[src/grdc_ram.sv]
// generic single-port-write, single-port-read ram with registered read
module grdc_ram #(
    parameter int WIDTH = 64,
    parameter int DEPTH = 64
) (
    input  logic                     clk,
    input  logic                     we,
    input  logic [$clog2(DEPTH)-1:0] waddr,
    input  logic [WIDTH-1:0]         wdata,
    input  logic [$clog2(DEPTH)-1:0] raddr,
    output logic [WIDTH-1:0]         rdata
);

    logic [WIDTH-1:0] mem [DEPTH];
    logic [WIDTH-1:0] rdata_reg;

    always_ff @(posedge clk)
    begin
        if (we)
        begin
            mem[waddr] <= wdata;
        end
        rdata_reg <= mem[raddr];
    end

    assign rdata = rdata_reg;

endmodule

[config.mk]
export PLATFORM = sky130hd
export DESIGN_NAME = grdc_ram
export DESIGN_NICKNAME = d
export VERILOG_FILES = /design/src/grdc_ram.sv
export SDC_FILE = /design/constraint.sdc
export NUM_CORES = 2
export LEC_CHECK = 0
export BUFFER_PORTS_ARGS = -buffer_cell sky130_fd_sc_hd__buf_2
export CORE_ASPECT_RATIO = 1.2
export CORE_MARGIN = 5
export CORE_UTILIZATION = 45
export DETAILED_ROUTE_END_ITERATION = 12
export GPL_TIMING_DRIVEN = 1
export PLACE_DENSITY = 0.68
export SYNTH_ARGS = -nofsm -noshare
export SYNTH_HDL_FRONTEND = slang
export SYNTH_SLANG_ARGS = --single-unit
[constraint.sdc]
create_clock -name clk -period 6.7 [get_ports clk]
set_input_delay 0.335 -clock clk [delete_from_list [all_inputs] [get_ports clk]]
set_output_delay 0.335 -clock clk [all_outputs]
set_load 0.03 [all_outputs]
# Word-level counts from Yosys, hierarchy flattened
# Memory sizes are Yosys's and may differ from the RTL's. A register that Yosys moved wholly into a read port is not among the register bits.
# Cells that the tools add are included.
# totals
memories	1
mem_bits_rw	4096
output_inout_bits	64
reg_bits	0
elab_cells	3
# memory_table
name	words	width	read_ports	rd_ports_with_merged_regs	write_ports	line	rtl
mem	64	64	1	1	1	14	logic [WIDTH-1:0] mem [DEPTH];
# classes
n_mux	2
# op_table
op	count
1-bit two-way mux	2

# Logic depth before layout (Yosys ltp)
# depth
word_depth	2
ltp_mapped	9
depth_no_buf	5

# Least setup slack after synthesis
# No wires, ideal clock.
# synth_timing
path_type	in2reg
startpoint	input port waddr[3]
endpoint	memory mem[48][0], enable pin
arrival_time_ns	5.207
setup_time_ns	0.564
path_buffers	1
setup_slack_ns	0.929
path_stages	4
path_cell_list	clkbuf_1 -> nor2b_1 -> nand4b_1 -> nor3_1
# synth_lines
item	line	rtl
start, declared	8	input logic [$clog2(DEPTH)-1:0] waddr,
end, declared	14	
# Straight into the memory's write port.

==> out/results.ini <==
[run_status]
run_status=completed

[yosys]
synth_top_area_share_pct=78.7
syn_avg_cell_area_um2=23.7
synth-compound-area-share_pct=2.48
synth-seq-cells=4160
synthesis.nets=6676
synth_top_area_cell=edfxtp_1
seq_area_frac_synth_pct=79.5
synth_adder_area_share_pct=0
synthDistinctLibCells=33
synth_edf_count=4096
netlist_area_um2=156000
async_flop_share_pct=0
yosys-top-cells-area=edfxtp_1 (79%), mux4_2 (15%), mux2i_1 (0.86%)
synthCells=6598
synth_xor_area_share_pct=0
synthMuxAreaShare_pct=15.6
synth_top_family_by_area=multiplexers
synth-simple-area-share_pct=1.24
synthFlopType=edfxtp_1
yosysWarningCount=0

[clock_tree]
holdBufCountCts=0
clk_latency_ps=940
cts_resized=0
cts_buffers=389
cts_tree=done
cts_sinks=4160
cts_root_buf=clkbuf_16
post_cts_buffers=0
htree_levels=5
clk_pin_slew_ps=70
clockBufferDepth=4

[grt]
grt_usage_pct=22.9
grt_max_degree=128
first_global_vias=75542
grt_overflow=0
antenna_found_initial=35
grt_first_pass_wirelength_mm=586

[timing]
min_period_ps=2900
rsz0062_at_grt=no
fin_ws_ps=3810
fmax_ghz=0.345
slew_violations=0
setup_viol=0
relSlewSlack_pct=13.9
setup-tns-final_ps=0
fin_worst_skew_ps=59.2
tightest_slew_ps=1290
finalCritPeriodShare_pct=43.2
hold_viol=0

[place]
pre_cts_slack_ps=2980
place_area_um2=163000
gp_congestion=0.797
io_buffers=141
dp.cells=11095
dp_hpwl_mm=215

[worst_setup_path]
required_ps=7430
cp_max_fo=105
endpoint_kind=flip-flop
crit_path_top_delay_cell=buf_12
cp-start-kind=input pin
cp-startpoint=raddr[0]
cp_common_cell=buf_12
critPathMaxStageDelay_ps=630
r2r_start=mem[13][26]$_DFFE_PP_
cp.arrival_ps=3620
crit_chain=buf_12 -> buf_12 -> mux4_2 -> mux2i_1 -> nand2_1 -> a31oi_1 -> a211oi_1
path_class=in2reg
rrSetupSlack_ps=4480
crit_family=buffers and inverters
cp_num_buf_inv=2

[finish]
area_growth_syn_to_layout_pct=12.7
mostFrequentLayoutCells=edfxtp_1 (4096), mux4_2 (1024), clkbuf_16 (395), a22oi_1 (168), buf_4 (144)
nets=7023
final_cell_area_um2=176000
layout_commonest_cell=edfxtp_1
finalNonFillerCells=11826
fill_cells=26255
largest_reg_flops=4096
drive_gt1_share_pct=28.1

[die]
start_util_pct=45.1
std_cell_rows=237
io_pins=142
die_w_um=548
fp.dieH_um=656
dieArea_um2=359000
core_area_um2=347000

[detailed_routing]
antenna_left=0
vias=75054
drtPass1Iterations=5
viasPerCell=6.35
wl_per_cell_um=35.2
drt-total-wl_mm=416
drc=0
initialDrtViolationCount=9838

[power]
power_frac_comb_pct=4.7
power.leakage_nw=54.5
power.switching_mw=11.2
clkPwrFrac_pct=41.2
p_seq_share_pct=54.2
swShare_pct=21.0
ir_worst_vdd_mv=0.252
p_int_mw=42.2
power_density_nw_per_um2=303

[job]
maxCapViolCount=0

[worst_hold_path]
hp-class=in2reg
min_from=wdata[44]

[power by group through the flow]
stage	registers [mW]	clock network (mW)	logic, mW
after floorplan	29.5	0	1.34
final	29.0	22.0	2.49
after detailed placement	29.5	0	2.50
after global routing	29.0	23.4	2.63
after global placement	29.5	0	2.45
after CTS	29.0	22.3	2.51
[cell usage after synthesis, types with 45 or more instances]
library cell / count
a211oi_1: 63
a22o_1: 88
a22oi_1: 168
and3_1: 64
buf_2: 170
clkbuf_1: 140
dfxtp_1: 64
edfxtp_1: 4096
mux2i_1: 135
mux4_2: 1024
nand2_1: 58
nand3_1: 45
nor2_1: 112
o22ai_1: 83
[cell type report]
class	count	area [um^2]	area share, %
tap	4541	5680	3.23
inverter	19	71.3	0.0405
clock inverter	234	2240	1.27
clock buffer	482	10400	5.90
antenna	15	37.5	0.0213
multi-input combinational	2049	30800	17.5
sequential	4160	124000	70.6
timing repair buffer	326	2640	1.50
[final timing paths]
| path | to | depth (start not counted) |
|---|---|---|
| worst max-delay path | rdata[17]$_DFF_P_ | 7 |
| worst min-delay path | mem[3][44]$_DFFE_PP_ | 2 |
| worst max register to register | rdata[26]$_DFF_P_ | 5 |
| worst min register to register | rdata[26]$_DFF_P_ | 4 |
[layer usage]
metal | vias to the layer above | track usage [%] | wire [um]
li1 | 29181 | - | -
met1 | 40576 | 30.3 | 151000
met2 | 4406 | 38.3 | 209000
met3 | 877 | 4.03 | 39300
met4 | 14 | 8.34 | 16800
met5 | - | 0.147 | 83
[kinds of logic (layout without fill, tap and decap cells)]
group,Yosys count,in the layout
AO/OA/AOI/OAI,504,504
other,0,15
buffers and inverters,389,1061
flip-flops,4160,4160
multiplexers,1159,1159
AND/OR/NAND/NOR,386,386
[through the flow]
step                power, mW  hold slack, ps  utilization [%]
floorplan                30.9             434                -
global placement         32.0             772             47.2
detailed placement       32.0             770             47.2
CTS                      53.7            69.1             50.8
global route             55.0             112             50.8
finish                   53.4             104             50.8
[worst register-to-register path, stage by stage (launching register included)]
cell	delay (ps)
edfxtp_1	360
mux4_2	460
nor2b_1	140
a211oi_1	470
o22ai_1	420
and3_1	260
No activity file was read; power rests on OpenSTA's default activity.
