File: src/grdc_pkg.sv
// shared widths, constants and codes of the grid ray caster
package grdc_pkg;

    // fixed point format
    localparam int FRAC_BITS = 16;
    localparam int ONE = 1 << FRAC_BITS;

    // default map side, limited to at most 64 by the 6-bit cell fields
    localparam int MAP_SIDE_DEF = 64;
    localparam int SCREEN_HEIGHT = 512;
    localparam int HALF_HEIGHT = SCREEN_HEIGHT / 2;

    // port widths
    localparam int POS_W = 22;
    localparam int DIR_W = 19;
    localparam int SW_W = 13;
    localparam int CFG_W = 22;
    localparam int CFG_IDX_W = 3;
    localparam int COL_W = 12;
    localparam int CELL_W = 6;
    localparam int DIST_W = 31;
    localparam int HEIGHT_W = 16;
    localparam int DRAW_W = 9;
    localparam int WFRAC_W = 16;

    localparam logic [DIST_W-1:0] DIST_MAX = '1;
    localparam logic [HEIGHT_W-1:0] HEIGHT_MAX = '1;

    // internal widths
    localparam int CAM_W = 32;
    localparam int RD_W = 36;
    localparam int SD_W = 41;
    localparam int MC_W = 8;

    // divider: 33-bit dividend, 41-bit divisor
    localparam int DIV_NW = 33;
    localparam int DIV_DW = SD_W;

    // multiplier: signed 37 x signed 42, three 14-bit digits of b
    localparam int MUL_AW = 37;
    localparam int MUL_BW = 42;
    localparam int MUL_DG = 14;
    localparam int MUL_ND = MUL_BW / MUL_DG;
    localparam int MUL_PW = 80;

    // register indexes
    localparam logic [CFG_IDX_W-1:0] CFG_POS_X = 3'd0;
    localparam logic [CFG_IDX_W-1:0] CFG_POS_Y = 3'd1;
    localparam logic [CFG_IDX_W-1:0] CFG_DIR_X = 3'd2;
    localparam logic [CFG_IDX_W-1:0] CFG_DIR_Y = 3'd3;
    localparam logic [CFG_IDX_W-1:0] CFG_PLANE_X = 3'd4;
    localparam logic [CFG_IDX_W-1:0] CFG_PLANE_Y = 3'd5;
    localparam logic [CFG_IDX_W-1:0] CFG_SCREEN_W = 3'd6;

    // operation codes
    localparam logic OP_MAP_WRITE = 1'b0;
    localparam logic OP_CAST = 1'b1;

endpackage

File: src/grdc_mul.sv
// signed multiplier, one 14-bit digit of b per cycle, top digit first
module grdc_mul (
    input  logic                               clk,
    input  logic                               rst_n,
    input  logic                               start,
    input  logic signed [grdc_pkg::MUL_AW-1:0] a,
    input  logic signed [grdc_pkg::MUL_BW-1:0] b,
    output logic                               done,
    output logic signed [grdc_pkg::MUL_PW-1:0] prod
);
    import grdc_pkg::*;

    localparam int CNT_W = $clog2(MUL_ND);
    localparam int PART_W = MUL_AW + MUL_DG + 1;

    logic                     busy_reg, busy_next;
    logic                     done_reg, done_next;
    logic                     first_reg, first_next;
    logic [CNT_W-1:0]         cnt_reg, cnt_next;
    logic signed [MUL_AW-1:0] a_reg, a_next;
    logic [MUL_BW-1:0]        b_reg, b_next;
    logic signed [MUL_PW-1:0] acc_reg, acc_next;
    logic [MUL_DG-1:0]        digit;
    logic signed [MUL_DG:0]   digit_ext;
    logic signed [PART_W-1:0] part;
    logic signed [MUL_PW-1:0] part_ext;

    always_comb
    begin
        busy_next = busy_reg;
        done_next = 1'b0;
        first_next = first_reg;
        cnt_next = cnt_reg;
        a_next = a_reg;
        b_next = b_reg;
        acc_next = acc_reg;
        digit = b_reg[MUL_BW-1 -: MUL_DG];
        // only the top digit carries the sign
        digit_ext = first_reg ? {digit[MUL_DG-1], digit} : {1'b0, digit};
        part = a_reg * digit_ext;
        part_ext = {{(MUL_PW-PART_W){part[PART_W-1]}}, part};
        if (start)
        begin
            busy_next = 1'b1;
            first_next = 1'b1;
            cnt_next = '0;
            a_next = a;
            b_next = b;
        end
        else if (busy_reg)
        begin
            if (first_reg)
            begin
                acc_next = part_ext;
            end
            else
            begin
                acc_next = (acc_reg <<< MUL_DG) + part_ext;
            end
            first_next = 1'b0;
            b_next = b_reg << MUL_DG;
            cnt_next = cnt_reg + 1'b1;
            if (cnt_reg == CNT_W'(MUL_ND - 1))
            begin
                busy_next = 1'b0;
                done_next = 1'b1;
            end
        end
    end

    always_ff @(posedge clk or negedge rst_n)
    begin
        if (!rst_n)
        begin
            busy_reg <= 1'b0;
            done_reg <= 1'b0;
            cnt_reg <= '0;
        end
        else
        begin
            busy_reg <= busy_next;
            done_reg <= done_next;
            cnt_reg <= cnt_next;
        end
    end

    always_ff @(posedge clk)
    begin
        first_reg <= first_next;
        a_reg <= a_next;
        b_reg <= b_next;
        acc_reg <= acc_next;
    end

    assign done = done_reg;
    assign prod = acc_reg;

endmodule
File: config.mk
export PLATFORM = sky130hd
export DESIGN_NAME = grdc_mul
export DESIGN_NICKNAME = d
export VERILOG_FILES = /design/src/grdc_pkg.sv /design/src/grdc_mul.sv
export SDC_FILE = /design/constraint.sdc
export NUM_CORES = 2
export LEC_CHECK = 0
export BUFFER_PORTS_ARGS = -buffer_cell sky130_fd_sc_hd__buf_2
export CAP_MARGIN = 20
export CORE_MARGIN = 3
export CORE_UTILIZATION = 30
export CTS_BUF_LIST = sky130_fd_sc_hd__clkbuf_8
export DETAILED_ROUTE_END_ITERATION = 8
export SETUP_SLACK_MARGIN = 0.4
export SYNTH_ARGS = -nofsm -noshare
export SYNTH_HDL_FRONTEND = slang
export SYNTH_SLANG_ARGS = --single-unit
export TNS_END_PERCENT = 1
File: constraint.sdc
create_clock -name clk -period 9.7 [get_ports clk]
set_input_delay 0.485 -clock clk [delete_from_list [all_inputs] [get_ports clk]]
set_output_delay 0.485 -clock clk [all_outputs]
set_load 0.01 [all_outputs]
Word-level counts from Yosys, hierarchy flattened
Cells that the tools add are included.
Storage, ports and cells
  flip-flop bits (word level): 164
  bits in latches: 0
  bits in writable memories: 0
  ROM bits: 0
  input port bits: 82
  word-level logic and storage cells: 26
  memories: 0
Operators by class
  add/sub/neg operators: 2
  $mul: 1
  divide/modulo/power cells: 0
  $lt $le $gt $ge: 0
  equality and inequality tests: 1
  shift-type cells: 0
  muxes and demuxes: 12
  bitwise gates (word level): 1
  reduce and logical (&&, ||, !) cells: 2
Operators by type and width (count)
  $mux 42: 2
  $add 80x52->80: 1
  $mux 80: 1
  $mul 37x15->52: 1
  $mux 15: 1
  $mux 1: 6
  $mux 2: 2
  $add 2x1->2 const B: 1
  $eq 2x2->1 const B: 1
  $reduce_and 2->1: 1
  $reduce_bool 2->1: 1
  $not 1->1: 1

Logic depth before layout (Yosys ltp)
  depth after elaboration: 4
  depth in mapped cells: 38
  depth with buffers taken out: 33

Worst setup path before layout
OpenSTA, ideal clock, no wires.
  path kind: reg2reg
  from: reg b_reg[28]
  to: reg acc_reg[78] (netlist: prod[78]) (data pin)
  library setup time: 0.277 ns
  arrival: 8.944 ns
  setup slack: 0.479 ns
  stages on the path, launching flop included: 35
  path buffers: 4
  period minus slack after synthesis: 9.221 ns
  cells stage by stage: edfxtp_1 -> clkbuf_1 -> clkbuf_1 -> nand2_1 -> fa_1 -> inv_1 -> fa_1 -> inv_1 -> fa_1 -> inv_1 -> fa_1 -> inv_1 -> fa_1 -> fa_1 -> inv_1 -> ha_1 -> buf_2 -> nand4_1 -> or4_1 -> a21oi_1 -> o21bai_1 -> a21boi_1 -> o2111ai_1 -> and3_1 -> ha_1 -> buf_6 -> nand3_2 -> or3_4 -> or4b_1 -> a31oi_1 -> nor3_1 -> a21oi_2 -> a41oi_4 -> o311ai_0 -> o211ai_1
Between the ends
  word-level cells in the longest chain between the ends: 4
Ends and longest elaborated chain
  start, declared: RTL line grdc_mul.sv:21  | logic [MUL_BW-1:0] b_reg, b_next;
  start signal, assigned: RTL line grdc_mul.sv:91  | b_reg <= b_next;
  $mux 15 (*): RTL line grdc_mul.sv:39  | digit_ext = first_reg ? {digit[MUL_DG-1], digit} : {1'b0, digit};
  $mul 37x15->52 (*): RTL line grdc_mul.sv:40  | part = a_reg * digit_ext;
  $add 80x52->80: RTL line grdc_mul.sv:58  | acc_next = (acc_reg <<< MUL_DG) + part_ext;
  $mux 80 (*): RTL line grdc_mul.sv:52  | if (first_reg)
  end signal, assigned: RTL line grdc_mul.sv:92  | acc_reg <= acc_next;
  end, declared: RTL line grdc_mul.sv:22  | logic signed [MUL_PW-1:0] acc_reg, acc_next;
Mark *: on every way between the ends. The rest lies on a longest branch, timed or not.
A chain may end at the register's enable or synchronous reset.

Worst setup path in the final report
Ends and elaborated chain as after synthesis.

==> results summary <==
The clock latency on the worst-skew pair came out at 0.61 ns. At the placement stage, the worst setup path has a slack of -0.0323 ns. For the worst setup path, the data arrival time is 9.58 ns. The flip-flop count of the largest register after layout is 80. The worst register-to-register path begins at b_reg[28]$_DFFE_PP_. Summed over all instances, the cell type with the most area after synthesis is fa_1. The longest individual stage delay on the worst path came out at 0.55 ns. In this run the most critical hold path is launched from a[22]. From synthesis to final layout, the design area changed by 14.6%.

The end-of-flow core utilization is between 30% and 40%. The routed layout has roughly 22,000 vias. The setup slack after layout is 0.575 ns. The cell count after synthesis came out at 3,126. The final antenna-violating net count came out at 0. Counting instances, the worst hold path has a depth of 1.

The number of buffers inserted during clock tree synthesis came out at 17. After synthesis the netlist holds a flip-flop and latch count of between 150 and 200. For this run, design rule violations remaining after detail routing come to 0. The global placer's final weighted congestion is 0.900. The filler cell count in the final layout is 9,777. The count of pins over their slew limit was 0.

By instance count, the cell type seen most on the critical path is fa_1. The total of endpoints with negative setup slack in the final report came out at 0. The DRC violation total after the first TritonRoute iteration is around 1,500.

Along the worst path, the maximum fanout reaches 11. The standard-cell row count is 113. Among all cell types in the netlist, the one instantiated most often is inv_1. The commonest cells after synthesis are inv_1 (598), fa_1 (510), nand2_1 (467), ha_1 (194), and2_1 (172). The area of placed instances came out at 31,500 um2.

The largest net degree at the start of global routing is 81. For this run, the top clock speed supported by timing is 110 MHz. The worst setup path is of the flip-flop to flip-flop kind.

The worst register-to-register path ends at prod[78]$_DFFE_PP_. STA classifies the critical path endpoint as a flip-flop. Detailed placement finished with a half-perimeter wire length of 65,300 um.

The required time of the critical path is 10.16 ns. The number of global-route vias before repair came out at roughly 23,000. In this run the deepest clock path goes through 2 buffers.

The final global-route overflow total is 0. The number of H-tree levels is 4. The number of sinks on the clock net came out at 164.

The vertical die dimension is 317 um. The fraction of the yosys area taken by sequential cells came out at 16.9%. The area share of the largest cell type after synthesis is 35.2%. The max-slew headroom at the worst pin came out at 28.1%.

During synthesis, Yosys emitted a total of 0 warnings. The classification of the worst-slack hold path is input pin to flip-flop. The number of maximum-capacitance constraint violations came out at 0. The clock-pin transition on the worst setup and hold timing paths is 0.12 ns.

The net total in the final layout is 4,101. For this design, the slowest cell found on the critical path is fa_1. The startpoint type of the worst setup path is a flip-flop. Setup repair after global routing could not meet its margin everywhere. The port buffer count is about 160. The final critical-path required period is slightly above 9 ns.

The initial utilization of the core area, before any placement, comes to 30.4%. The number of cell instances on the worst register-to-register path came out at 35. The cell sitting at the root of the clock tree is a clkbuf_8. At the pin with the least slew margin, the transition time is 1.08 ns.

The initial antenna violation count is 4. The proportion of synthesized flip-flops having asynchronous set or reset came out at 2.44%. The setup slack on the worst flop-to-flop path came out at 0.57 ns.

The first global-routing pass estimated 129,000 um of wire. The detailed-route vias per instance came out at 4.78. The routed wirelength normalized by instance count is 17.7 um.

TritonCTS built the clock tree. The most used flip-flop cell after synthesis is edfxtp_1. The total global routing track utilization is 16.5%. The net count after synthesis came out at 3,912. The post-route cell area is 33,200 um2. The cell area after synthesis came out at about 29,000 um2.

The worst path uses 94.1% of the clock period. The post-route netlist has roughly 15% of its cells at a drive strength greater than 1. The run finished with clean final reports. The area of the die is between 100,000 and 150,000 um2. In this run, synthesis inferred 159 flip-flops with an integrated enable. The number of library cell types mapped by synthesis is 80.

The clock arrives with between 0.03 and 0.04 ns of skew. The average instance area after synthesis is 9.28 um2. The total iterations of the first detailed-routing run came out at 5. The path with the worst hold slack has its endpoint at a_reg[22]$_DFFE_PP_. The die extent in x is 317 um.

The standard cell core area came out at 95,400 um2. around 160 I/O pins were placed. Hold timing on the final database bottoms out at a slack of 0.0815 ns. Ranked by total cell area, the synthesized netlist is headed by fa_1 (35%), edfxtp_1 (16%), ha_1 (8.4%).

The final count of hold timing violations is 0. The routed wire length came out at between 80,000 and 90,000 um.
[kinds of logic (layout without fill, tap and decap cells)]
| family | count (synthesis) | in the layout | synth area share, % |
|---|---|---|---|
| other cells | 0 | 2 | 0 |
| flops | 164 | 164 | 16.9 |
| buf+inv | 752 | 953 | 10.1 |
| compound gates | 451 | 451 | 10.0 |
| xor+xnor | 111 | 111 | 3.35 |
| mux | 44 | 44 | 1.71 |
| fa+ha+maj | 704 | 704 | 43.6 |
| simple gates | 900 | 901 | 14.4 |
[worst max path at each step]
stage,startpoint,end,cells past startpoint
3_3_place_gp,a_reg[11]$_DFFE_PP_,prod[78]$_DFFE_PP_,32
5_1_grt,b_reg[28]$_DFFE_PP_,prod[64]$_DFFE_PP_,35
4_1_cts,b_reg[28]$_DFFE_PP_,prod[45]$_DFFE_PP_,31
2_1_floorplan,b_reg[28]$_DFFE_PP_,prod[78]$_DFFE_PP_,34
3_5_place_dp,a_reg[11]$_DFFE_PP_,prod[78]$_DFFE_PP_,32
6_report,b_reg[28]$_DFFE_PP_,prod[78]$_DFFE_PP_,35
[timing repair]
item / CTS / global route
cloned: 0 / 4
endpoints found under the hold margin: 29 / 0
endpoints found under the setup margin: 15 / 37
gates resized for setup: 19 / 98
hold buffers: 26 / 0
setup buffers: 12 / 45
pin swaps: 4 / 37
[cells in the final DEF (no fill, tap or decap), drive strengths merged, types with 8 or more instances in the layout]
master and n:
clkbuf 20, o21ai 103, o21bai 19, nand3 28, nand2 468, inv 608
a21oi 134, buf 293, fa 510, or2 14, and2 172, o21a 16
a211oi 11, nor2 112, nor3 15, nand4 28, edfxtp 159, a31oi 17
or3 8, ha 194, o31ai 11, dlygate4sd3 26, mux2 44, o211ai 12
a41oi 8, xnor2 68, and3 16, xor2 43, nor2b 11, a21o 64
[worst max-delay path, delay by kind of cell (launching register included)]
kind,cells,cell delay (ns)
xor gates and xnor gates,1,0.18
and+or+nand+nor,5,1.06
DFF,1,0.48
adders and majority gates,8,3.71
buffers and inverters,9,1.03
AOI/OAI and AO/OA,12,2.49
[area by class of cell]
cell class | count | area [um2] | share of cell area (%)
multi-input combinational | 2211 | 21800 | 65.5
sequential | 164 | 4900 | 14.7
timing repair buffer | 322 | 2350 | 7.08
inverter | 599 | 2250 | 6.76
tap | 1265 | 1580 | 4.76
clock buffer | 17 | 234 | 0.704
clock inverter | 15 | 156 | 0.470
antenna | 2 | 5.00 | 0.0151
[through the flow]
stage,setup TNS (ns),cells
floorplan,0,3126
global placement,0,4474
detailed placement,-0.0323,4474
CTS,0,4544
global route,0,4594
finish,0,4595
[metal layers]
metal,vias up,routed length [um],track usage (%)
met5,-,13,0
met4,2,2220,5.19
met3,116,4880,3.03
met2,647,37900,26.9
met1,11000,36600,22.4
li1,10200,-,-
Power is not shown: default switching activity piles up to over one toggle a cycle in this logic, so the estimate is an artifact.
