File: src/grdc_pkg.sv
// shared widths, constants and codes of the grid ray caster
package grdc_pkg;

    // fixed point format
    localparam int FRAC_BITS = 16;
    localparam int ONE = 1 << FRAC_BITS;

    // default map side, limited to at most 64 by the 6-bit cell fields
    localparam int MAP_SIDE_DEF = 64;
    localparam int SCREEN_HEIGHT = 512;
    localparam int HALF_HEIGHT = SCREEN_HEIGHT / 2;

    // port widths
    localparam int POS_W = 22;
    localparam int DIR_W = 19;
    localparam int SW_W = 13;
    localparam int CFG_W = 22;
    localparam int CFG_IDX_W = 3;
    localparam int COL_W = 12;
    localparam int CELL_W = 6;
    localparam int DIST_W = 31;
    localparam int HEIGHT_W = 16;
    localparam int DRAW_W = 9;
    localparam int WFRAC_W = 16;

    localparam logic [DIST_W-1:0] DIST_MAX = '1;
    localparam logic [HEIGHT_W-1:0] HEIGHT_MAX = '1;

    // internal widths
    localparam int CAM_W = 32;
    localparam int RD_W = 36;
    localparam int SD_W = 41;
    localparam int MC_W = 8;

    // divider: 33-bit dividend, 41-bit divisor
    localparam int DIV_NW = 33;
    localparam int DIV_DW = SD_W;

    // multiplier: signed 37 x signed 42, three 14-bit digits of b
    localparam int MUL_AW = 37;
    localparam int MUL_BW = 42;
    localparam int MUL_DG = 14;
    localparam int MUL_ND = MUL_BW / MUL_DG;
    localparam int MUL_PW = 80;

    // register indexes
    localparam logic [CFG_IDX_W-1:0] CFG_POS_X = 3'd0;
    localparam logic [CFG_IDX_W-1:0] CFG_POS_Y = 3'd1;
    localparam logic [CFG_IDX_W-1:0] CFG_DIR_X = 3'd2;
    localparam logic [CFG_IDX_W-1:0] CFG_DIR_Y = 3'd3;
    localparam logic [CFG_IDX_W-1:0] CFG_PLANE_X = 3'd4;
    localparam logic [CFG_IDX_W-1:0] CFG_PLANE_Y = 3'd5;
    localparam logic [CFG_IDX_W-1:0] CFG_SCREEN_W = 3'd6;

    // operation codes
    localparam logic OP_MAP_WRITE = 1'b0;
    localparam logic OP_CAST = 1'b1;

endpackage

File: src/grdc_div.sv
// restoring divider, one quotient bit per cycle
module grdc_div (
    input  logic                           clk,
    input  logic                           rst_n,
    input  logic                           start,
    input  logic [grdc_pkg::DIV_NW-1:0]    num,
    input  logic [grdc_pkg::DIV_DW-1:0]    den,
    output logic                           done,
    output logic [grdc_pkg::DIV_NW-1:0]    quo
);
    import grdc_pkg::*;

    localparam int CNT_W = $clog2(DIV_NW);

    logic              busy_reg, busy_next;
    logic              done_reg, done_next;
    logic [CNT_W-1:0]  cnt_reg, cnt_next;
    logic [DIV_NW-1:0] q_reg, q_next;
    logic [DIV_DW-1:0] rem_reg, rem_next;
    logic [DIV_DW-1:0] den_reg, den_next;
    logic [DIV_DW:0]   trial;
    logic              ge;

    always_comb
    begin
        busy_next = busy_reg;
        done_next = 1'b0;
        cnt_next = cnt_reg;
        q_next = q_reg;
        rem_next = rem_reg;
        den_next = den_reg;
        trial = {rem_reg, q_reg[DIV_NW-1]};
        ge = trial >= {1'b0, den_reg};
        if (start)
        begin
            busy_next = 1'b1;
            cnt_next = '0;
            q_next = num;
            rem_next = '0;
            den_next = den;
        end
        else if (busy_reg)
        begin
            // shift in the next dividend bit, subtract when it fits
            if (ge)
            begin
                rem_next = DIV_DW'(trial - {1'b0, den_reg});
            end
            else
            begin
                rem_next = trial[DIV_DW-1:0];
            end
            q_next = {q_reg[DIV_NW-2:0], ge};
            cnt_next = cnt_reg + 1'b1;
            if (cnt_reg == CNT_W'(DIV_NW - 1))
            begin
                busy_next = 1'b0;
                done_next = 1'b1;
            end
        end
    end

    always_ff @(posedge clk or negedge rst_n)
    begin
        if (!rst_n)
        begin
            busy_reg <= 1'b0;
            done_reg <= 1'b0;
            cnt_reg <= '0;
        end
        else
        begin
            busy_reg <= busy_next;
            done_reg <= done_next;
            cnt_reg <= cnt_next;
        end
    end

    always_ff @(posedge clk)
    begin
        q_reg <= q_next;
        rem_reg <= rem_next;
        den_reg <= den_next;
    end

    assign done = done_reg;
    assign quo = q_reg;

endmodule

File: config.mk
export PLATFORM = sky130hd
export DESIGN_NAME = grdc_div
export DESIGN_NICKNAME = d
export VERILOG_FILES = /design/src/grdc_pkg.sv /design/src/grdc_div.sv
export SDC_FILE = /design/constraint.sdc
export NUM_CORES = 1
export LEC_CHECK = 0
export ABC_AREA = 1
export ABC_CLOCK_PERIOD_IN_PS = 2200
export BUFFER_PORTS_ARGS = -buffer_cell sky130_fd_sc_hd__buf_4
export CORE_MARGIN = 10
export CORE_UTILIZATION = 53
export DETAILED_ROUTE_END_ITERATION = 8
export PLACE_DENSITY_LB_ADDON = 0.2
export SLEW_MARGIN = 20
export SYNTH_ARGS = -nofsm -noshare
export SYNTH_HDL_FRONTEND = slang
export SYNTH_SLANG_ARGS = --single-unit
File: constraint.sdc
create_clock -name clk -period 2.2 [get_ports clk]
set_clock_uncertainty 0.15 [all_clocks]
set_input_delay 0.44 -clock clk [delete_from_list [all_inputs] [get_ports clk]]
set_output_delay 0.44 -clock clk [all_outputs]
set_load 0.01 [all_outputs]
## Word-level counts from Yosys, hierarchy flattened

Index checks and enable logic that the tools add are counted.

| word-level totals | value |
|---|---|
| logic and storage cells | 22 |
| latch bits | 0 |
| memory bits (read-only) | 0 |
| bits of input ports | 77 |
| RAM bits | 0 |
| flip-flop bits (word level) | 123 |
| memories kept | 0 |
| output and inout port bits | 34 |

| cells by class | value |
|---|---|
| multipliers | 0 |
| divide/modulo/power cells | 0 |
| reduce and logical (&&, ||, !) cells | 1 |
| shift-type cells | 0 |
| $lt $le $gt $ge | 1 |
| bitwise operators | 0 |
| eq/ne operators | 1 |
| multiplexer cells | 11 |
| add/sub/neg operators | 2 |

Operators by type and width:

| cell | number |
|---|---|
| two-way mux 33 bit | 2 |
| >= comparator 42 x 41 -> 1 bit | 1 |
| two-way mux 41 bit | 1 |
| subtractor 41 bit | 1 |
| two-way mux 6 bit | 2 |
| adder 6 x 1 -> 6 bit (second input constant) | 1 |
| == test 6 bit (second input constant) | 1 |
| two-way mux 1 bit | 6 |
| nonzero test 2 bit | 1 |

## Longest topological paths before layout

Gate-level depths: netlist (run 1).

| depth | value |
|---|---|
| depth in word-level cells | 4 |
| depth in mapped cells | 18 |
| gate-level depth less buffers | 17 |

## Least setup slack after synthesis (run 1)

Ideal clock, no wire load.

| path | value |
|---|---|
| kind | input-to-reg |
| start point | in start |
| end point | reg q_reg[0], in the netlist quo[0], enable pin |
| buffers on the path | 2 |
| arrival time | 2.105 ns |
| setup slack | -0.465 ns |
| stages | 4 |
| data required time | 1.640 ns |
| cell sequence | clkbuf_1 -> nor2_1 -> inv_2 -> buf_1 |

| between the ends | value |
|---|---|
| longest elaborated chain between the ends | 1 |

RTL lines:

| element | RTL line | text |
|---|---|---|
| start, declared | grdc_div.sv:5 | `input logic start,` |
| nonzero test 2 bit (no line) | n/a |  |
| end signal, assigned | grdc_div.sv:81 | `q_reg <= q_next;` |
| end, declared | grdc_div.sv:18 | `logic [DIV_NW-1:0] q_reg, q_next;` |

No other way between the ends.
A chain may end at the register's enable or synchronous reset.

## Final worst setup path (run 1)

| path | value |
|---|---|
| start point | reg q_reg[32], in the netlist quo[32] |
| end point | reg rem_reg[3] |

| between the ends | value |
|---|---|
| longest elaborated chain between the ends | 2 |

RTL lines:

| element | RTL line | text |
|---|---|---|
| subtractor 41 bit or >= comparator 42 x 41 -> 1 bit (tied branches) | grdc_div.sv:47, grdc_div.sv:33 |  |
| two-way mux 41 bit * | grdc_div.sv:45 | `if (ge)` |
| end signal, assigned | grdc_div.sv:82 | `rem_reg <= rem_next;` |
| end, declared | grdc_div.sv:19 | `logic [DIV_DW-1:0] rem_reg, rem_next;` |

Every way passes the cells marked *; elsewhere a longest branch is shown, timed or not.

==> PnR_summary.wiki, run 1 <==
{| class="wikitable"
! Metric !! Value
|-
| Outcome || finished with violations
|-
| Failing checks || setup timing
|-
| Data required, critical path || around 2400 ps
|-
| Sum of overflow across all layers after global routing || 0
|-
| Yosys top cell area share || 0.2632
|-
| Routability cong. || 1.037
|-
| CP top delay family || simple AND/OR/NAND/NOR gates
|-
| Fraction of the yosys area taken by sequential cells || 0.3841
|-
| Share of post-route cells with drive strength above 1 || 0.3046
|-
| Total negative setup slack || -4413 ps
|-
| Hold slack || 33.18 ps
|-
| Synth cell count leaders || sky130_fd_sc_hd__nand2_1, sky130_fd_sc_hd__inv_1, sky130_fd_sc_hd__nand3_1, sky130_fd_sc_hd__edfxtp_1, sky130_fd_sc_hd__nor2_1
|-
| Remaining DRCs || 0
|-
| Worst slew margin relative to its limit || 0.7207
|-
| Synthesized area per cell || 6.766 sq um
|-
| Category of the critical setup timing path || reg2reg
|-
| Type of destination of the critical path || flip-flop
|-
| Pin count of the biggest net entering global routing || 52
|-
| Overall die area || 21,380 sq um
|-
| Number of antenna violations at the first check in global routing || 0
|-
| Antenna viol nets, final || 0
|-
| Top area cells in the synthesized netlist || sky130_fd_sc_hd__edfxtp_1, sky130_fd_sc_hd__nand2_1, sky130_fd_sc_hd__inv_1
|-
| Post-layout minimum cycle time || 2369 ps
|-
| Final setup violating endpoints || between 40 and 50
|-
| Worst hold path class || in2reg
|-
| Vias post-DR || around 8,500
|-
| Netlist area before placement || 8444 sq um
|-
| Number of nets in the layout || 1,602
|-
| Synthesis-to-layout area growth || 42.32%
|-
| Power per cell area || 522.7 nW/um^2
|-
| CTS clk-pin slew, worst paths || about 70 ps
|-
| Worst setup timing slack at the placement stage || -157.2 ps
|-
| Unrepaired setup endpoints after global routing || yes
|-
| Number of sinks driven by the clock tree || 123
|-
| Total half-perimeter wirelength after legalization and detailed placement || 18,470 um
|-
| Top FF cell, synth || sky130_fd_sc_hd__edfxtp_1
|-
| Die X || ~150 um
|-
| Via count of the first global-routing pass || 8,330
|-
| Total of flip-flops plus latches after synthesis || 123
|-
| Post-DR vias/cell || 4.988
|-
| Data arrival, critical path || between 2000 and 3000 ps
|-
| Kind of start point of the critical path || flip-flop
|-
| Crit-path max cell delay || 400 ps
|-
| Final wirelength || 26,400 um
|-
| Final worst-path setup slack || -169.1 ps
|-
| Total CTS buffers || 17
|-
| Actual transition at the worst max-transition pin || around 410 ps
|-
| Post-Layout Cell Count || 1,710
|-
| Clk root buf || sky130_fd_sc_hd__clkbuf_16
|-
| H-tree depth || 4
|-
| LEAKAGE || 6.276 nW
|-
| Maximum count of clock buffers along a single path || 2
|-
| Clk Latency, worst-skew pair || 430 ps
|-
| Global Route Usage Sum || 0.2250
|-
| Starting utilization of the core area || 0.5355
|-
| Area of the multi-input gates || 5045 sq um
|-
| Number of enable-type register cells in the synthesized netlist || 74
|-
| Critical path, cell by cell || inv_2, ha_4, inv_2, fa_2, nand3_2, nand3_2, nand2_2, nand3_4, nand2_8, nand2_8, clkbuf_16, nand2_2, nand3_1, o21ai_1
|-
| Starting DRC count in detailed routing || 552
|-
| Core Area || 15,770 sq um
|-
| Number of core rows || 46
|-
| Max-cap violation count || 0
|-
| Layout filler cell count || 1,188
|-
| Proportion of register bits with asynchronous set or reset after synthesis || 0.06504
|-
| Number of distinct library cells after synthesis || 35
|-
| YS warnings || 0
|-
| Slowest CP cell || sky130_fd_sc_hd__edfxtp_1
|-
| Number of placed I/O pins || between 100 and 150
|-
| Most frequent cell after synthesis || sky130_fd_sc_hd__nand2_1
|-
| Syn Nets || 1,369
|-
| Number of antenna repair diodes || 0
|-
| Mean routed wirelength per cell || between 15 and 20 um
|-
| Vert. Die Dim || 146.2 um
|-
| CTS tree || built
|-
| Most area-hungry cell type in the Yosys netlist || sky130_fd_sc_hd__edfxtp_1
|-
| Largest fanout of any net on the critical path || 6
|-
| Storage cell area || 3243 sq um
|-
| Placed instance count || 1,658
|-
| Router iterations before antenna repair || 7
|-
| IR drop worst, VDD || 0.0005887 V
|-
| Final Cycle Share || 1.077
|-
| Max-slew violation total from the final report || 0
|-
| Count of buffering cells on the critical path with inverters included || 3
|-
| Highest achievable clock rate || roughly 420 MHz
|-
| Global-route wire length before repair || 39,710 um
|-
| Instance count of the mapped netlist || 1,248
|-
| Fin. Hold Viols || 0
|-
| PortBufs || 110
|-
| Setup slack, reg-to-reg || -170 ps
|}
cell families (layout without fill, tap and decap cells):
logic type,count (synthesis),count (layout),share of synthesized area
AO/OA/AOI/OAI,65,65,0.04090
XOR/XNOR,23,23,0.02386
adder cells (fa/ha/maj),44,44,0.06608
buffers and inverters,258,504,0.1214
flip-flops,123,123,0.3841
AND/OR/NAND/NOR,735,735,0.3638
per-layer routing:
layer  GRT usage  share of wire
met1      0.2727           0.42
met2      0.3751           0.48
met3     0.06799          0.075
met4     0.07057          0.028
met5           0              0
worst register-to-register path, stage by stage, from the launching register on:
cell and delay [ps]:
sky130_fd_sc_hd__edfxtp_1 400, sky130_fd_sc_hd__inv_2 100, sky130_fd_sc_hd__ha_4 130, sky130_fd_sc_hd__inv_2 40
sky130_fd_sc_hd__fa_2 380, sky130_fd_sc_hd__nand3_2 100, sky130_fd_sc_hd__nand3_2 90, sky130_fd_sc_hd__nand2_2 100
sky130_fd_sc_hd__nand3_4 110, sky130_fd_sc_hd__nand2_8 140, sky130_fd_sc_hd__nand2_8 120, sky130_fd_sc_hd__clkbuf_16 200
sky130_fd_sc_hd__nand2_2 60, sky130_fd_sc_hd__nand3_1 70, sky130_fd_sc_hd__o21ai_1 110
report_power, final:
group          leakage [nW]  total (mW)  internal (mW)  switching [mW]
registers              1.20        2.64           2.58          0.0593
logic                  4.82        1.01          0.486           0.521
clock network         0.258        2.63           1.46            1.17
total                  6.28        6.28           4.53            1.75
final cells by class:
type | count | area share
clock inverter | 14 | 0.009370
timing repair buffer | 242 | 0.1708
tap | 216 | 0.02249
multi-input combinational | 867 | 0.4198
inverter | 230 | 0.07194
sequential | 123 | 0.2699
clock buffer | 18 | 0.03571
path summary, 6_finish.rpt:
check | startpoint | endpoint | cells past startpoint
hold reg to reg | rem_reg[25] | rem_reg[25] | 2
setup / recovery | quo[32] | rem_reg[3] | 14
setup reg to reg | quo[32] | rem_reg[3] | 14
max in group asynchronous | rst_n | busy_reg | 2
min in group asynchronous | rst_n | cnt_reg[1] | 2
hold / removal | den[27] | den_reg[27] | 1
per-stage QoR:
step           cell area, sq um  power (mW)  utilization
2_1_floorplan              8457       3.091            -
3_3_place_gp              10340       3.525       0.6555
3_5_place_dp              10340       3.534       0.6555
4_1_cts                   11220       6.208       0.7114
5_1_grt                   12020       6.532       0.7621
6_report                  12020       6.282       0.7621
what timing repair did:
item | in CTS | in global routing
resized for setup | 54 | 128
hold endpoints to repair | 8 | 0
pin swaps | 8 | 25
endpoints found under the setup margin | 42 | 42
buffers inserted | 5 | 7
cloned | 1 | 6
hold buffers | 1 | 0
cell usage in the layout, fill, tap and decap left out, types with 5 or more instances in the layout:
| cell type | Yosys | final |
|---|---|---|
| sky130_fd_sc_hd__a21oi_1 | 29 | 22 |
| sky130_fd_sc_hd__a21oi_2 | 1 | 8 |
| sky130_fd_sc_hd__buf_12 | 0 | 10 |
| sky130_fd_sc_hd__buf_4 | 0 | 221 |
| sky130_fd_sc_hd__buf_6 | 6 | 5 |
| sky130_fd_sc_hd__clkbuf_16 | 0 | 21 |
| sky130_fd_sc_hd__dfrtp_1 | 8 | 8 |
| sky130_fd_sc_hd__dfxtp_1 | 41 | 41 |
| sky130_fd_sc_hd__edfxtp_1 | 74 | 74 |
| sky130_fd_sc_hd__ha_1 | 43 | 15 |
| sky130_fd_sc_hd__ha_4 | 0 | 28 |
| sky130_fd_sc_hd__inv_1 | 221 | 213 |
| sky130_fd_sc_hd__inv_2 | 4 | 13 |
| sky130_fd_sc_hd__inv_6 | 0 | 6 |
| sky130_fd_sc_hd__nand2_1 | 505 | 447 |
| sky130_fd_sc_hd__nand2_2 | 5 | 58 |
| sky130_fd_sc_hd__nand2_4 | 2 | 5 |
| sky130_fd_sc_hd__nand3_1 | 100 | 78 |
| sky130_fd_sc_hd__nand3_2 | 2 | 22 |
| sky130_fd_sc_hd__nand3b_1 | 20 | 20 |
| sky130_fd_sc_hd__nor2_1 | 74 | 54 |
| sky130_fd_sc_hd__nor2_2 | 10 | 23 |
| sky130_fd_sc_hd__nor2_4 | 2 | 9 |
| sky130_fd_sc_hd__o21ai_0 | 9 | 9 |
| sky130_fd_sc_hd__o21ai_1 | 19 | 17 |
| sky130_fd_sc_hd__xnor2_1 | 22 | 17 |
(Power assumes the default switching activity.)
==> run 2, diff against run 1 <==
--- a/config.mk
+++ b/config.mk
@@ -11,7 +11,7 @@
 export CORE_MARGIN = 10
 export CORE_UTILIZATION = 53
 export DETAILED_ROUTE_END_ITERATION = 8
-export PLACE_DENSITY_LB_ADDON = 0.2
+export PLACE_DENSITY = 0.77
 export SLEW_MARGIN = 20
 export SYNTH_ARGS = -nofsm -noshare
 export SYNTH_HDL_FRONTEND = slang
==> PnR_summary.wiki, run 2 (synthesis results as in run 1) <==
{| class="wikitable"
! Metric !! Value
|-
| Final worst-path setup slack || -195.9 ps (-26.79 ps)
|-
| Failing checks || setup timing
|-
| Highest achievable clock rate || 417.4 MHz (-1.1%)
|-
| IR drop worst, VDD || 0.0005581 V (-5.2%)
|-
| Post-DR vias/cell || 5.104 (+2.3%)
|-
| H-tree depth || 4 (unchanged)
|-
| Final Cycle Share || 1.089 (+0.01218)
|-
| PortBufs || 110 (unchanged)
|-
| Number of antenna violations at the first check in global routing || 0 (unchanged)
|-
| Fin. Hold Viols || 0 (unchanged)
|-
| Worst R2R Path Depth || 14 (unchanged)
|-
| Unrepaired setup endpoints after global routing || yes
|-
| Vias post-DR || 8,845 (+3.7%)
|-
| CTS tree || built
|-
| Routability cong. || 0.9780 (-5.7%)
|-
| Vert. Die Dim || 146.2 um (unchanged)
|-
| CTS clk-pin slew, worst paths || 70 ps (about the same)
|-
| Power per cell area || 547.6 nW/um^2 (+4.8%)
|-
| Critical path, cell by cell || inv_2, ha_4, inv_4, fa_2, nand3_2, nand3_2, nand2_2, nand3_4, nand2_8, nand2_8, clkbuf_16, nand2_1, nand3_1, nand2_1
|-
| Number of sinks driven by the clock tree || 123 (unchanged)
|-
| Max-slew violation total from the final report || 0 (unchanged)
|-
| Kind of start point of the critical path || flip-flop
|-
| Worst hold path class || in2reg
|-
| Total CTS buffers || 17 (unchanged)
|-
| Number of antenna repair diodes || 0 (unchanged)
|-
| Router iterations before antenna repair || 5 (-2)
|-
| Total half-perimeter wirelength after legalization and detailed placement || 18,940 um (+2.5%)
|-
| Hold slack || 25.28 ps (-7.901 ps)
|-
| Final non-filler cell area || 12,210 sq um (+1.6%)
|-
| Crit-path max cell delay || 400 ps (about the same)
|-
| Core Area || 15,770 sq um (unchanged)
|-
| Logic gate share of total power || 0.157 (-0.003)
|-
| Clk root buf || sky130_fd_sc_hd__clkbuf_16
|-
| Post-Layout Cell Count || 1,733 (+1.3%)
|-
| Number of placed I/O pins || 111 (unchanged)
|-
| Type of destination of the critical path || flip-flop
|-
| Final wirelength || 28,060 um (+6.3%)
|-
| Category of the critical setup timing path || reg2reg
|-
| Remaining DRCs || 0 (unchanged)
|-
| Part of the power in the clock network || 0.447 (+0.028)
|-
| Post-layout minimum cycle time || 2396 ps (+26.79 ps)
|-
| Mean routed wirelength per cell || 16.19 um (+4.9%)
|-
| Switching pwr || 1.786 mW (+2.1%)
|-
| Share of post-route cells with drive strength above 1 || 0.3191 (+0.01450)
|-
| Sum of overflow across all layers after global routing || 0 (unchanged)
|-
| Commonest non-fill, non-tap cell in the layout || sky130_fd_sc_hd__nand2_1
|-
| Net switching share of the total power || 0.2671 (-0.01124)
|-
| Die X || 146.2 um (unchanged)
|-
| Placed instance count || 1,669 (+0.66%)
|-
| Power share of the sequential group || 0.396 (-0.025)
|-
| Starting utilization of the core area || 0.5355 (unchanged)
|-
| Maximum count of clock buffers along a single path || 2 (unchanged)
|-
| Worst slew margin relative to its limit || 0.5789 (-0.1418)
|-
| Actual transition at the worst max-transition pin || 631.6 ps (+217.1 ps)
|-
| Outcome || finished with violations
|-
| Global-route wire length before repair || 43,690 um (+10%)
|-
| Pin count of the biggest net entering global routing || 55 (+5.8%)
|-
| Internal power || 4.899 mW (+8.1%)
|-
| Number of nets in the layout || 1,625 (+1.4%)
|-
| Antenna viol nets, final || 0 (unchanged)
|-
| Total negative setup slack || -5858 ps (-1446 ps)
|-
| DP Area || 10,410 sq um (+0.68%)
|-
| Clk Latency, worst-skew pair || 440 ps (about the same)
|-
| Overall Power || 6.685 mW (+6.4%)
|-
| Max-cap violation count || 0 (unchanged)
|-
| Largest fanout of any net on the critical path || 8 (+2)
|-
| Slowest CP cell || sky130_fd_sc_hd__edfxtp_1
|-
| Data required, critical path || 2430 ps (+40 ps)
|-
| Worst Hold Depth || 1 (unchanged)
|-
| Overall die area || 21,380 sq um (unchanged)
|-
| Global Route Usage Sum || 0.2515 (+0.02645)
|-
| Starting DRC count in detailed routing || 596 (+8.0%)
|-
| LEAKAGE || 6.417 nW (+2.3%)
|-
| Data arrival, critical path || 2620 ps (+60 ps)
|-
| Final setup violating endpoints || 42 (unchanged)
|-
| Commonest non-fill, non-tap cells in the layout || sky130_fd_sc_hd__nand2_1, sky130_fd_sc_hd__buf_4, sky130_fd_sc_hd__inv_1
|-
| Number of core rows || 46 (unchanged)
|-
| Via count of the first global-routing pass || 8,908 (+6.9%)
|-
| Synthesis-to-layout area growth || 44.55%
|}
## run 2: power by group through the flow
stage	sequential, mW	combinational [mW]	clock (mW)
4_1_cts	2.64	0.975	3.01
6_report	2.65	1.05	2.99
5_1_grt	2.66	1.14	3.10
3_5_place_dp	2.69	0.847	0
3_3_place_gp	2.68	0.835	0
2_1_floorplan	2.70	0.388	0
## run 2: worst paths after layout
kind | start | slack (ps) | end
max | quo[32] | -200 | rem_reg[25]
min | den[28] | 30 | den_reg[28]
max reg2reg | quo[32] | -200 | rem_reg[25]
min reg2reg | rem_reg[29] | 320 | rem_reg[29]
max in group asynchronous | rst_n | 1560 | cnt_reg[1]
min in group asynchronous | rst_n | 210 | cnt_reg[5]
## run 2: what timing repair did
item	CTS	global route
endpoints found under the hold margin	8	0
gates cloned	5	2
setup buffers	28	3
pin swaps	29	27
hold buffers	1	0
gates resized for setup	111	88
endpoints found under the setup margin	42	42
## run 2: cell type report
type                    instances  area [sq um]
multi-input cells             867          5036
fillers                      1178          3563
flip-flops and latches        123          3243
repair buffers                265          2181
inverters                     230         865.8
clock buffers                  18         429.2
well taps                     216         270.3
clock inverters                14         181.4
## run 2: routing by layer
metal  vias to the layer above  share of wire  GRT usage
li1                       4360              -          -
met2                       338           0.49     0.4274
met3                        61          0.077    0.07787
met1                      4086           0.40     0.2918
met5                         -              0          0
met4                         0          0.025    0.09159
## run 2: critical path, delay by kind of cell (launching register included)
family	cells	cell delay (ps)
adders and majority gates	2	530
buffers and inverters	3	330
DFF	1	400
and+or+nand+nor	9	920
## run 2: through the flow
stage                 util  worst slack, ps
CTS                 0.7567           -125.8
floorplan                -           -37.34
finish              0.7740           -195.9
global route        0.7740           -278.1
detailed placement  0.6599           -159.9
global placement    0.6599           -163.8
==> run 3, diff against run 2 <==
--- a/config.mk
+++ b/config.mk
@@ -5,13 +5,13 @@
 export SDC_FILE = /design/constraint.sdc
 export NUM_CORES = 1
 export LEC_CHECK = 0
-export ABC_AREA = 1
 export ABC_CLOCK_PERIOD_IN_PS = 2200
 export BUFFER_PORTS_ARGS = -buffer_cell sky130_fd_sc_hd__buf_4
-export CORE_MARGIN = 10
-export CORE_UTILIZATION = 53
+export CELL_PAD_IN_SITES_DETAIL_PLACEMENT = 1
+export CELL_PAD_IN_SITES_GLOBAL_PLACEMENT = 1
+export CORE_UTILIZATION = 40
 export DETAILED_ROUTE_END_ITERATION = 8
-export PLACE_DENSITY = 0.77
+export PLACE_DENSITY_LB_ADDON = 0.1
 export SLEW_MARGIN = 20
 export SYNTH_ARGS = -nofsm -noshare
 export SYNTH_HDL_FRONTEND = slang
==> PnR_summary.wiki, run 3 <==
{| class="wikitable"
! Metric !! Value
|-
| Part of the power in the clock network || 0.178 (-0.269)
|-
| Highest achievable clock rate || 284.8 MHz (-32%)
|-
| Global Route Usage Sum || 0.2490 (-0.002464)
|-
| LEAKAGE || 4.998 nW (-22%)
|-
| Final wirelength || 23,110 um (-18%)
|-
| Actual transition at the worst max-transition pin || 479.1 ps (-152.6 ps)
|-
| Maximum count of clock buffers along a single path || 2 (unchanged)
|-
| Critical path, cell by cell || inv_1, ha_2, inv_2, fa_2, a21o_1, a221o_2, a2111oi_4, o21ba_2, o22a_2, o31a_4, o211a_4, buf_6, buf_12, mux2i_2, a211oi_2
|-
| Type of destination of the critical path || flip-flop
|-
| Fin. Hold Viols || 0 (unchanged)
|-
| Post-DR vias/cell || 5.283 (+3.5%)
|-
| Number of sinks driven by the clock tree || 123 (unchanged)
|-
| Most frequent cell after synthesis || sky130_fd_sc_hd__nor2_1
|-
| Logic gate share of total power || 0.615 (+0.458)
|-
| Commonest non-fill, non-tap cell in the layout || sky130_fd_sc_hd__buf_4
|-
| Top area cells in the synthesized netlist || sky130_fd_sc_hd__edfxtp_1, sky130_fd_sc_hd__dfxtp_1, sky130_fd_sc_hd__ha_1
|-
| Power per cell area || 1482 nW/um^2 (+170%)
|-
| Most area-hungry cell type in the Yosys netlist || sky130_fd_sc_hd__edfxtp_1
|-
| Mean routed wirelength per cell || 18.56 um (+15%)
|-
| Commonest non-fill, non-tap cells in the layout || sky130_fd_sc_hd__buf_4, sky130_fd_sc_hd__edfxtp_1, sky130_fd_sc_hd__nor2_1
|-
| Global-route wire length before repair || 35,810 um (-18%)
|-
| Antenna viol nets, final || 0 (unchanged)
|-
| Data arrival, critical path || 3650 ps (+1030 ps)
|-
| Instance count of the mapped netlist || 724 (-42%)
|-
| Remaining DRCs || 0 (unchanged)
|-
| Synth Area in Simple Gates || 0.1146 (-0.2492)
|-
| Total half-perimeter wirelength after legalization and detailed placement || 15,490 um (-18%)
|-
| Mux share of post-synthesis cell area || 0.07017 (+0.07017)
|-
| Outcome || finished with violations
|-
| Yosys top cell area share || 0.3047 (+0.04153)
|-
| Via count of the first global-routing pass || 7,326 (-18%)
|-
| Internal power || 9.766 mW (+99%)
|-
| PortBufs || 110 (unchanged)
|-
| Number of placed I/O pins || 111 (unchanged)
|-
| Routability cong. || 0.8571 (-12%)
|-
| Layout filler cell count || 1,985 (+69%)
|-
| Pin count of the biggest net entering global routing || 54 (-1.8%)
|-
| YS warnings || 0 (unchanged)
|-
| Worst slew margin relative to its limit || 0.6806 (+0.1017)
|-
| XOR/XNOR Fraction of Synth Area || 0.05164 (+0.02778)
|-
| Overall die area || 18,780 sq um (-12%)
|-
| Category of the critical setup timing path || reg2reg
|-
| Sum of overflow across all layers after global routing || 0 (unchanged)
|-
| Starting utilization of the core area || 0.4074 (-0.1281)
|-
| Data required, critical path || 2340 ps (-90 ps)
|-
| Clk root buf || sky130_fd_sc_hd__clkbuf_16
|-
| Fraction of the yosys area taken by sequential cells || 0.4447 (+0.06062)
|-
| Total CTS buffers || 17 (unchanged)
|-
| Vias post-DR || 6,577 (-26%)
|-
| Failing checks || setup timing
|-
| Number of distinct library cells after synthesis || 59 (+69%)
|-
| Synthesis-to-layout area growth || 48.05%
|-
| Power share of the sequential group || 0.207 (-0.189)
|-
| Die X || 137.0 um (-6.3%)
|-
| Post-layout minimum cycle time || 3511 ps (+1115 ps)
|-
| Switching pwr || 6.240 mW (+250%)
|-
| Adder-Cell Fraction of Synth Area || 0.07651 (+0.01043)
|-
| Number of nets in the layout || 1,124 (-31%)
|-
| Worst hold path class || in2reg
|-
| Number of antenna violations at the first check in global routing || 0 (unchanged)
|-
| CTS tree || built
|-
| CTS clk-pin slew, worst paths || 70 ps (about the same)
|-
| Core Area || 17,900 sq um (+14%)
|-
| Router iterations before antenna repair || 4 (-1)
|-
| Max-cap violation count || 0 (unchanged)
|-
| Unrepaired setup endpoints after global routing || yes
|-
| Synth cell count leaders || sky130_fd_sc_hd__nor2_1, sky130_fd_sc_hd__edfxtp_1, sky130_fd_sc_hd__a21oi_1, sky130_fd_sc_hd__inv_1, sky130_fd_sc_hd__ha_1
|-
| Number of enable-type register cells in the synthesized netlist || 74 (unchanged)
|-
| IR drop worst, VDD || 0.0009461 V (+70%)
|-
| Max-slew violation total from the final report || 0 (unchanged)
|-
| Compound-gate portion of the synthesized area || 0.1831 (+0.1422)
|-
| Netlist area before placement || 7293 sq um (-14%)
|-
| Proportion of register bits with asynchronous set or reset after synthesis || 0.06504 (unchanged)
|-
| Final setup violating endpoints || 42 (unchanged)
|-
| Starting DRC count in detailed routing || 270 (-55%)
|-
| Final Cycle Share || 1.596 (+0.5068)
|-
| Total of flip-flops plus latches after synthesis || 123 (unchanged)
|-
| Vert. Die Dim || 137.0 um (-6.3%)
|-
| Syn Nets || 845 (-38%)
|-
| Top FF cell, synth || sky130_fd_sc_hd__edfxtp_1
|-
| Clk Latency, worst-skew pair || 430 ps (about the same)
|-
| Main combinational cell family by area after synthesis || compound AO/OA/AOI/OAI gates
|-
| Finished Core Util || 0.6032 (-0.1709)
|-
| Slowest CP cell || sky130_fd_sc_hd__a221o_2
|-
| Number of core rows || 49 (+6.5%)
|-
| Largest fanout of any net on the critical path || 8 (unchanged)
|-
| Crit-path max cell delay || 400 ps (about the same)
|-
| H-tree depth || 4 (unchanged)
|-
| CP top delay family || compound AO/OA/AOI/OAI gates
|-
| Number of antenna repair diodes || 0 (unchanged)
|-
| Share of post-route cells with drive strength above 1 || 0.4370 (+0.1180)
|-
| Overall Power || 16.01 mW (+140%)
|-
| Count of buffering cells on the critical path with inverters included || 4 (+1)
|-
| Net switching share of the total power || 0.3898 (+0.1228)
|-
| Kind of start point of the critical path || flip-flop
|-
| Final worst-path setup slack || -1311 ps (-1115 ps)
|-
| Synthesized area per cell || 10.07 sq um (+49%)
|}
## run 3: cell count changes after synthesis, sizes merged, moves of 14 or more
| cell | previous run | this run |
|---|---|---|
| a211oi | 0 | 42 |
| a21o | 1 | 21 |
| a21oi | 30 | 62 |
| clkbuf | 11 | 28 |
| inv | 225 | 53 |
| mux2 | 0 | 33 |
| mux2i | 0 | 14 |
| nand2 | 512 | 26 |
| nand3 | 102 | 12 |
| nand3b | 20 | 3 |
| xor2 | 1 | 24 |
## run 3: area by class of cell
type / count / area [sq um] / share of cell area
flip-flops and latches: 123 / 3244 / 0.3005
repair buffers: 301 / 2495 / 0.2311
well taps: 229 / 286.5 / 0.02654
inverters: 53 / 202.7 / 0.01877
multi-input cells: 507 / 3978 / 0.3684
clock buffers: 17 / 425.4 / 0.03940
clock inverters: 15 / 166.4 / 0.01541
## run 3: per-layer routing
layer / vias up / global-route usage / wire length (um)
li1: 3200 / - / -
met1: 3218 / 0.2701 / 9364
met2: 117 / 0.4660 / 12450
met3: 42 / 0.06074 / 746
met4: 0 / 0.08608 / 544
met5: - / 0 / 0
## run 3: per-stage QoR
| step | cell area, sq um | instances | hold WS (ps) | setup TNS (ps) | setup WS [ps] |
|---|---|---|---|---|---|
| after floorplan | 7300 | 724 | -5.591 | -47310 | -1216 |
| after global placement | 9518 | 1192 | 110.6 | -51290 | -1284 |
| after detailed placement | 9518 | 1192 | 113.9 | -55190 | -1389 |
| after CTS | 10560 | 1241 | 13.44 | -51110 | -1277 |
| after global routing | 10800 | 1245 | 11.69 | -57760 | -1452 |
| final | 10800 | 1245 | 31.53 | -51890 | -1311 |
## run 3: what timing repair did
| action | 4_1_cts | 5_1_grt |
|---|---|---|
| endpoints found under the hold margin | 8 | 0 |
| endpoints found under the setup margin | 42 | 42 |
| gates resized for setup | 48 | 41 |
| pin swaps | 24 | 23 |
| cloned | 5 | 2 |
| setup buffers | 11 | 3 |
| hold buffers | 1 | 0 |
## run 3: path summary, 6_finish.rpt
check	depth (start not counted)	from	slack, ps	endpoint
min in group asynchronous	2	rst_n	230	cnt_reg[3]
hold reg to reg	2	rem_reg[23]	400	rem_reg[23]
setup / recovery	15	quo[32]	-1310	rem_reg[31]
hold / removal	1	den[20]	30	den_reg[20]
setup reg to reg	15	quo[32]	-1310	rem_reg[31]
max in group asynchronous	2	rst_n	1530	busy_reg
## run 3: power by group through the flow
| stage | combinational, mW | clock, mW | sequential (mW) |
|---|---|---|---|
| after floorplan | 4.37 | 0 | 3.34 |
| after global placement | 7.21 | 0 | 3.30 |
| after detailed placement | 7.47 | 0 | 3.33 |
| after CTS | 9.25 | 2.92 | 3.30 |
| after global routing | 10.6 | 3.00 | 3.36 |
| final | 9.85 | 2.85 | 3.31 |
## run 3: logic make-up (layout without fill, tap and decap cells)
group / Yosys count / in the layout
compound gates: 196 / 196
xor+xnor: 43 / 43
fa+ha+maj: 44 / 44
buf+inv: 94 / 386
flops: 123 / 123
mux: 47 / 47
simple gates: 177 / 177
